==> src/rtl/flg_pkg.sv <==
package flg_pkg;

    localparam int SAMPLE_W = 16;
    localparam int SINE_W   = 17;
    localparam int PROD_W   = 33;
    localparam int CFG_W    = 31;
    localparam int CFG_IDX_W = 2;

    localparam logic [CFG_IDX_W-1:0] CFG_MAX_DELAY  = 2'd0;
    localparam logic [CFG_IDX_W-1:0] CFG_MIX_GAIN   = 2'd1;
    localparam logic [CFG_IDX_W-1:0] CFG_PHASE_STEP = 2'd2;

    localparam logic [9:0]  MAX_DELAY_RST  = 10'd600;
    localparam logic [15:0] MIX_GAIN_RST   = 16'd26214;
    localparam logic [30:0] PHASE_STEP_RST = 31'd1947831;

    localparam logic [16:0] GAIN_ONE = 17'd32768;
    localparam logic [63:0] TWO_PI_Q30 = 64'd6746518852;

    typedef struct packed {
        logic we;
        logic re;
    } t_hist_ctl;

    typedef enum logic [3:0] {
        ST_IDLE  = 4'b0001,
        ST_DELAY = 4'b0010,
        ST_MIX   = 4'b0100,
        ST_SUM   = 4'b1000
    } t_state;

    // Q15 sine, amplitude 32768, quarter wave symmetry and Q30 series
    function automatic int sine_q15(input int k_in, input int bits);
        logic [63:0] x;
        logic [63:0] term;
        logic [63:0] sum;
        logic [63:0] v;
        int          n;
        int          half;
        int          quarter;
        int          k;
        logic        neg;
        n       = 1 << bits;
        half    = n >> 1;
        quarter = n >> 2;
        k       = k_in & (n - 1);
        neg     = (k >= half);
        if (neg) begin
            k = k - half;
        end
        if (k > quarter) begin
            k = half - k;
        end
        x    = (64'(k) * TWO_PI_Q30) >> bits;
        sum  = x;
        term = x;
        for (int i = 1; i <= 7; i++) begin
            term = (term * x) >> 30;
            term = (term * x) >> 30;
            case (i)
                1:       term = term / 64'd6;
                2:       term = term / 64'd20;
                3:       term = term / 64'd42;
                4:       term = term / 64'd72;
                5:       term = term / 64'd110;
                6:       term = term / 64'd156;
                default: term = term / 64'd210;
            endcase
            if ((i & 1) != 0) begin
                sum = sum - term;
            end else begin
                sum = sum + term;
            end
        end
        v = (sum * 64'd32768 + (64'd1 << 29)) >> 30;
        if (v > 64'd32768) begin
            v = 64'd32768;
        end
        return neg ? -int'(v[16:0]) : int'(v[16:0]);
    endfunction

endpackage

==> src/rtl/flg_mix.sv <==
module flg_mix (
    input  logic signed [flg_pkg::PROD_W-1:0]   i_prod_wet,
    input  logic signed [flg_pkg::PROD_W-1:0]   i_prod_dry,
    output logic signed [flg_pkg::SAMPLE_W-1:0] o_sample
);

    localparam int SUM_W = flg_pkg::PROD_W + 1;
    localparam int SH_W  = SUM_W - 15;

    logic signed [SUM_W-1:0] w_sum;
    logic signed [SH_W-1:0]  w_sh;

    assign w_sum = SUM_W'(i_prod_wet) + SUM_W'(i_prod_dry);
    assign w_sh  = w_sum[SUM_W-1:15];

    always_comb begin
        if (w_sh > SH_W'(32767)) begin
            o_sample = 16'sh7FFF;
        end else if (w_sh < -SH_W'(32768)) begin
            o_sample = 16'sh8000;
        end else begin
            o_sample = w_sh[flg_pkg::SAMPLE_W-1:0];
        end
    end

endmodule

==> config.mk <==
export PLATFORM = sky130hd
export DESIGN_NAME = flg_mix
export DESIGN_NICKNAME = d
export VERILOG_FILES = /design/src/rtl/flg_pkg.sv /design/src/rtl/flg_mix.sv
export SDC_FILE = /design/constraint.sdc
export NUM_CORES = 1
export LEC_CHECK = 0
export BUFFER_PORTS_ARGS = -buffer_cell sky130_fd_sc_hd__buf_4
export CORE_MARGIN = 2
export CORE_UTILIZATION = 44
export DETAILED_ROUTE_END_ITERATION = 12
export PLACE_DENSITY = 0.8
export SLEW_MARGIN = 30
export SYNTH_ARGS = -nofsm -noshare
export SYNTH_HDL_FRONTEND = slang
export SYNTH_SLANG_ARGS = --single-unit
==> constraint.sdc <==
create_clock -name vclk -period 11.2
set_input_delay 3.36 -clock vclk [all_inputs]
set_output_delay 3.36 -clock vclk [all_outputs]
set_load 0.02 [all_outputs]
After elaboration in Yosys (flattened, before gate mapping)
Cells that the tools add are included.
{ "word_totals": {"input_bits": 66, "output_inout_bits": 16, "elab_cells": 5, "ff_bits": 0} }
{ "classes": {"add_sub_neg": 1, "n_mux": 2, "n_lt_le_gt_ge": 2} }
{ "ops": {"columns": ["operator", "n"], "rows": [
  ["$add A33 B33 Y34", 1],
  ["$mux W16", 2],
  ["$gt A19 B16 Y1 const B", 1],
  ["$lt A19 B16 Y1 const B", 1]
]} }

Logic depth before layout (Yosys ltp)
Gate-level depths: netlist (run 1).
{ "logic_depth": {"word_depth": 4, "ltp_mapped": 12, "ltp_nobuf": 10} }

Worst setup path before layout (run 1)
No wires, ideal clock.
{ "synth_timing": {"kind": "in2out", "from": "input port i_prod_wet[19] (netlist name)", "to": "output port o_sample[11] (netlist name)", "stages": 12, "path_buffers": 2, "arrival_ns": 5.614, "required_ns": 7.840, "slack_ns": 2.226, "path_cell_list": "ha_1 buf_6 a21oi_4 o21ai_1 o32ai_2 a21oi_2 a41oi_4 o21ai_1 xor2_1 o31a_1 buf_6 a21o_1"} }
{ "synth_via": {"elab_chain_cells": 4, "word_cells_on_any_way": 5, "classes_between": "add/sub: 1; order compare: 2; mux: 2"} }
{ "synth_rtl": {"columns": ["item", "line_no", "text"], "rows": [
  ["start: declaration", "flg_mix.sv:2", "input logic signed [flg_pkg::PROD_W-1:0] i_prod_wet,"],
  ["$add A33 B33 Y34 (*)", "flg_mix.sv:13", "assign w_sum = SUM_W'(i_prod_wet) + SUM_W'(i_prod_dry);"],
  ["$lt A19 B16 Y1", "flg_mix.sv:19", "end else if (w_sh < -SH_W'(32768)) begin"],
  ["$mux W16", "flg_mix.sv:19", null],
  ["$mux W16 (*)", "flg_mix.sv:17", "if (w_sh > SH_W'(32767)) begin"],
  ["end: declaration", "flg_mix.sv:4", "output logic signed [flg_pkg::SAMPLE_W-1:0] o_sample"]
]} }
Mark *: on every way between the ends. The rest lies on a longest branch, timed or not.

Worst setup path in the final report (run 1)
{ "layout_timing": {"from": "input port i_prod_wet[17] (netlist name)", "to": "output port o_sample[10] (netlist name)"} }
Same word-level chain as after synthesis.

==> flow_metrics.py, run 1 <==
metrics = {
    "sta": {
        "slew_viol_final": 0,
        "layout_setup_ws_ps": 1660,
        "setup-tns-final_ps": 0,
        "tightestPinTransition_ps": 597,
        "slew_headroom": 0.602,
        "min_period_over_period": 0.852,
        "hold_viol": 0,
        "finalSetupViolCount": 0,
        "fin_crit_ps": 9540,
        "rsz0062_at_grt": "false",
        "fmax_mhz": 105,
    },
    "placement": {
        "dp.cells": 367,
        "dp_hpwl_mm": 4.04,
        "gp_congestion": 0.923,
        "post-place-ws_ps": 1690,
        "io_buffers": 82,
    },
    "die": {
        "fp.dieH_um": 66.6,
        "start_util": 0.464,
        "coreArea_um2": 3720,
        "io_pins": 82,
        "fp.dieW_um": 66.6,
        "rows": 22,
        "fp.dieArea_um2": 4440,
    },
    "min_path": {
        "hp-class": "in -> out",
        "min_to": "o_sample[12]",
        "min_from": "i_prod_dry[27]",
        "whs_path_depth": 5,
    },
    "synthesis": {
        "synth_top_area_cell": "ha_1",
        "synth.most_common_cell": "a21oi_1",
        "synth_warnings": 0,
        "synthTopCellsByArea": "ha_1, a21oi_1, a21o_1, xnor2_1, o21ai_0",
        "syn_area_um2": 1720,
        "synth_cell_type_count": 44,
        "synth_common_cells": "a21oi_1, ha_1, nand2_1, a21o_1, o21ai_0",
        "synth.avg_cell_area_um2": 7.01,
        "syn_inst": 246,
        "synth_nets": 344,
        "synth_top_cell_area_share": 0.232,
        "ys_seq_area_frac": 0,
    },
    "power": {
        "vdd_drop_max_mv": 0.0436,
        "leakage_uw": 0.00114,
        "finalPower_uw": 172,
        "power_density_nw_per_um2": 73.8,
    },
    "setup_path": {
        "crit_path_end_kind": "output pin",
        "worstPathArrival_ps": 6180,
        "cp_max_fo": 15,
        "cp-start-kind": "primary input",
        "cp.required_ps": 7840,
        "crit_type": "in -> out",
    },
    "route": {
        "firstDrtPassIters": 5,
        "wl_per_cell_um": 12.9,
        "vias_per_cell": 5.80,
        "wl_mm": 4.73,
        "vias": 2128,
        "ant_nets": 0,
        "drt_iter0_markers": 184,
        "drc": 0,
    },
    "flow_run": {
        "drv_cap": 0,
    },
    "global_routing": {
        "grt_max_degree": 16,
        "grt_pass1_wl_mm": 8.08,
        "grt_pass1_vias": 1914,
        "antenna_found_initial": 0,
        "overflow": 0,
        "grt_use_total": 0.221,
    },
    "clock_tree": {
        "cts.repair.resized": 0,
        "postCtsSetupRepairBufs": 0,
        "ctsHoldBuffers": 0,
    },
    "cells_and_area": {
        "clock_buffers": 0,
        "regArea_um2": 0,
        "diodes": 0,
        "final_nets": 419,
        "area_growth_pct": 35.1,
        "seq_cell_count": 0,
        "drive_gt1_frac": 0.288,
        "final_cells": 367,
    },
    "outcome": {
        "status": "complete, no violations",
    },
}
-- through the flow --
| step | utilization | hold slack [ps] | area (um^2) |
|---|---|---|---|
| after CTS | 0.627 | 7360 | 2330 |
| after floorplan | - | 7200 | 1720 |
| after detailed placement | 0.627 | 7360 | 2330 |
| after global placement | 0.627 | 7360 | 2330 |
| final | 0.627 | 7360 | 2330 |
| after global routing | 0.627 | 7430 | 2330 |
-- cell type report --
| cell class | count | area (um^2) |
|---|---|---|
| timing repair buffer | 82 | 616 |
| tap | 48 | 60.1 |
| fill | 384 | 1390 |
| inverter | 13 | 48.8 |
| multi-input combinational | 224 | 1610 |
-- where the power goes --
part	leakage [uW]	switching (uW)	internal, uW
Sequential	0	0	0
Clock	0	0	0
Combinational	0.00114	93.2	78.6
-- worst max-delay path, stage by stage --
cell,delay (ps)
buf_4,110
ha_1,410
nand4_1,120
a211oi_1,230
o221ai_1,180
a21oi_1,250
o21ai_1,200
and4b_1,250
nor3_1,200
o31a_1,550
a31o_1,180
buf_4,140
-- worst max-delay path by stage --
stage	from	endpoint	slack (ps)	depth (start not counted)
after floorplan	i_prod_wet[19]	o_sample[11]	2230	12
after global placement	i_prod_wet[19]	o_sample[10]	1720	12
after detailed placement	i_prod_wet[9]	o_sample[10]	1690	12
after CTS	i_prod_wet[17]	o_sample[10]	1670	12
after global routing	i_prod_wet[17]	o_sample[10]	1360	12
final	i_prod_wet[17]	o_sample[10]	1660	12
-- layer usage --
layer | wire length (um) | global-route usage
met3 | 367 | 0
met1 | 2270 | 0.332
met5 | 0 | 0
met2 | 2090 | 0.374
met4 | 0 | 0
-- cells by family after synthesis --
group | synth area share
AO/OA/AOI/OAI | 0.431
XOR/XNOR | 0.0813
adder cells (fa/ha/maj) | 0.232
buffers and inverters | 0.0689
AND/OR/NAND/NOR | 0.187
-- cell usage in the layout (no fill, tap or decap), types with 2 or more instances in the layout --
cell type	Yosys	routed
buf_4	1	82
a21oi_1	34	34
ha_1	32	32
nand2_1	24	24
a21o_1	21	21
o21ai_0	18	18
inv_1	13	13
nor2_1	11	11
xnor2_1	11	11
nand4_1	8	8
nand3_1	7	7
nor3_1	6	6
o211ai_1	6	6
o21ai_1	5	5
xor2_1	5	5
a31oi_1	4	4
and2_1	3	3
a211oi_1	3	3
and3_1	2	2
a21oi_2	2	2
a22oi_1	2	2
Power figures use the tool's default switching activity.
==> run 2, diff against run 1 <==
--- a/config.mk
+++ b/config.mk
@@ -5,11 +5,11 @@
 export SDC_FILE = /design/constraint.sdc
 export NUM_CORES = 1
 export LEC_CHECK = 0
+export ABC_AREA = 1
 export BUFFER_PORTS_ARGS = -buffer_cell sky130_fd_sc_hd__buf_4
-export CORE_MARGIN = 2
 export CORE_UTILIZATION = 44
 export DETAILED_ROUTE_END_ITERATION = 12
-export PLACE_DENSITY = 0.8
+export PLACE_DENSITY = 0.76
 export SLEW_MARGIN = 30
 export SYNTH_ARGS = -nofsm -noshare
 export SYNTH_HDL_FRONTEND = slang
==> constraint.sdc (replaced) <==
create_clock -name vclk -period 12.1
set_input_delay 3.63 -clock vclk [all_inputs]
set_output_delay 3.63 -clock vclk [all_outputs]
set_load 0.02 [all_outputs]
==> run 2 against run 1 <==
Net effect: combinational power up 10%; die area up 24%; synthesized area up 33%; synthesized cell count up 80%; worst hold slack better by 500 ps; cell area up 27%; non-clock buffer count unchanged; via count up 33%; total power up 10%; core utilization down 2.0 points; critical endpoint is now o_sample[3].
==> flow_metrics.py, run 2 <==
metrics = {
    "global_routing": {
        "antenna_found_initial": 0,
        "grt_use_total": 0.231,
        "grt_pass1_wl_mm": 10.3,
        "grt_max_degree": 16,
        "overflow": 0,
        "grt_pass1_vias": 2428,
    },
    "route": {
        "wl_per_cell_um": 10.7,
        "firstDrtPassIters": 4,
        "ant_nets": 0,
        "vias": 2835,
        "drt_iter0_markers": 113,
        "vias_per_cell": 4.81,
        "drc": 0,
        "wl_mm": 6.31,
    },
    "placement": {
        "io_buffers": 82,
        "gp_congestion": 0.960,
        "dp_hpwl_mm": 5.56,
    },
    "die": {
        "fp.dieH_um": 74.3,
        "rows": 25,
        "coreArea_um2": 4880,
        "io_pins": 82,
        "start_util": 0.471,
        "fp.dieW_um": 74.3,
        "fp.dieArea_um2": 5520,
    },
    "sta": {
        "slew_viol_final": 0,
        "setup-tns-final_ps": 0,
        "fin_crit_ps": 9440,
        "hold_viol": 0,
        "finalSetupViolCount": 0,
        "min_period_over_period": 0.781,
        "tightestPinTransition_ps": 437,
        "slew_headroom": 0.707,
        "hold_ws_ps": 7860,
        "fmax_mhz": 106,
        "rsz0062_at_grt": "false",
    },
    "min_path": {
        "hp-class": "in -> out",
        "min_to": "o_sample[4]",
        "whs_path_depth": 6,
        "min_from": "i_prod_dry[19]",
    },
    "cells_and_area": {
        "layout_commonest_cell": "nand2_1",
        "diodes": 0,
        "final_nets": 622,
        "area_growth_pct": 28.9,
        "final_cell_mix": "nand2_1, buf_4, inv_1",
        "regArea_um2": 0,
        "drive_gt1_frac": 0.262,
        "clock_buffers": 0,
        "seq_cell_count": 0,
    },
    "synthesis": {
        "synth_top_area_cell": "nand2_1",
        "synth_cell_type_count": 29,
        "synth_nets": 540,
        "syn_inst": 442,
        "synth_common_cells": "nand2_1, inv_1, nor2_1, nand2_2, ha_1",
        "synth.avg_cell_area_um2": 5.20,
        "ys_seq_area_frac": 0,
        "synth_top_cell_area_share": 0.277,
        "synth.most_common_cell": "nand2_1",
        "syn_area_um2": 2300,
        "synth_warnings": 0,
        "synthTopCellsByArea": "nand2_1, ha_1, inv_1, nand2_2, a21oi_1",
    },
    "power": {
        "power_density_nw_per_um2": 64.0,
        "vdd_drop_max_mv": 0.0378,
        "finalPower_uw": 190,
        "leakage_uw": 0.00178,
    },
    "flow_run": {
        "drv_cap": 0,
    },
    "clock_tree": {
        "ctsHoldBuffers": 0,
        "postCtsSetupRepairBufs": 0,
        "cts.repair.resized": 0,
    },
    "setup_path": {
        "crit_type": "in -> out",
        "worstPathArrival_ps": 5810,
        "cp_max_fo": 15,
        "crit_path_end_kind": "output pin",
        "cp.required_ps": 8470,
        "cp-start-kind": "primary input",
    },
    "outcome": {
        "status": "complete, no violations",
    },
}
[run 2: metal layers]
| layer | vias to the layer above | part of all wire | track usage |
|---|---|---|---|
| met3 | 0 | 0.058 | 0.0108 |
| met5 | - | 0 | 0 |
| met1 | 1216 | 0.50 | 0.343 |
| met4 | 0 | 0 | 0.00419 |
| met2 | 72 | 0.44 | 0.389 |
| li1 | 1547 | - | - |
[run 2: area by class of cell]
type | instances | area [um^2]
multi-input combinational | 366 | 1990
fill | 500 | 1920
timing repair buffer | 82 | 616
inverter | 74 | 278
tap | 67 | 83.8
[run 2: how the worst max path moves through the flow]
| stage | slack, ps | cells after the start | end | start |
|---|---|---|---|---|
| after floorplan | 3230 | 16 | o_sample[8] | i_prod_wet[23] |
| after global placement | 2690 | 13 | o_sample[3] | i_prod_wet[17] |
| after global routing | 2440 | 13 | o_sample[4] | i_prod_wet[21] |
| final | 2660 | 13 | o_sample[3] | i_prod_wet[17] |
| after CTS | 2670 | 13 | o_sample[3] | i_prod_wet[17] |
| after detailed placement | 2680 | 13 | o_sample[3] | i_prod_wet[17] |
[run 2: kinds of logic (layout without fill, tap and decap cells)]
| family | count (synthesis) | after routing | synth area share |
|---|---|---|---|
| buf+inv | 76 | 156 | 0.136 |
| fa+ha+maj | 32 | 32 | 0.174 |
| xor+xnor | 9 | 9 | 0.0343 |
| compound gates | 48 | 48 | 0.122 |
| simple gates | 277 | 277 | 0.533 |
[run 2: power breakdown]
group / switching [uW] / leakage (uW) / total [uW] / internal [uW]
logic: 113 / 0.00178 / 190 / 76.2
registers: 0 / 0 / 0 / 0
clock network: 0 / 0 / 0 / 0
[run 2: stage by stage]
step | instances | area, um^2 | setup WS [ps] | util
after floorplan | 442 | 2300 | 3230 | -
after global placement | 589 | 2960 | 2690 | 0.607
after detailed placement | 589 | 2960 | 2680 | 0.607
after CTS | 589 | 2960 | 2670 | 0.607
after global routing | 589 | 2960 | 2440 | 0.607
final | 589 | 2960 | 2660 | 0.607
[run 2: worst max-delay path: stages]
cell and delay (ps):
buf_4 110, ha_1 370, a21oi_1 280, o21bai_1 130, nand2_1 80, nand2_1 70
a21oi_1 230, nand2_1 90, nand2_1 80, nand4_1 90, nand2_2 360, nand2_1 120
buf_4 170
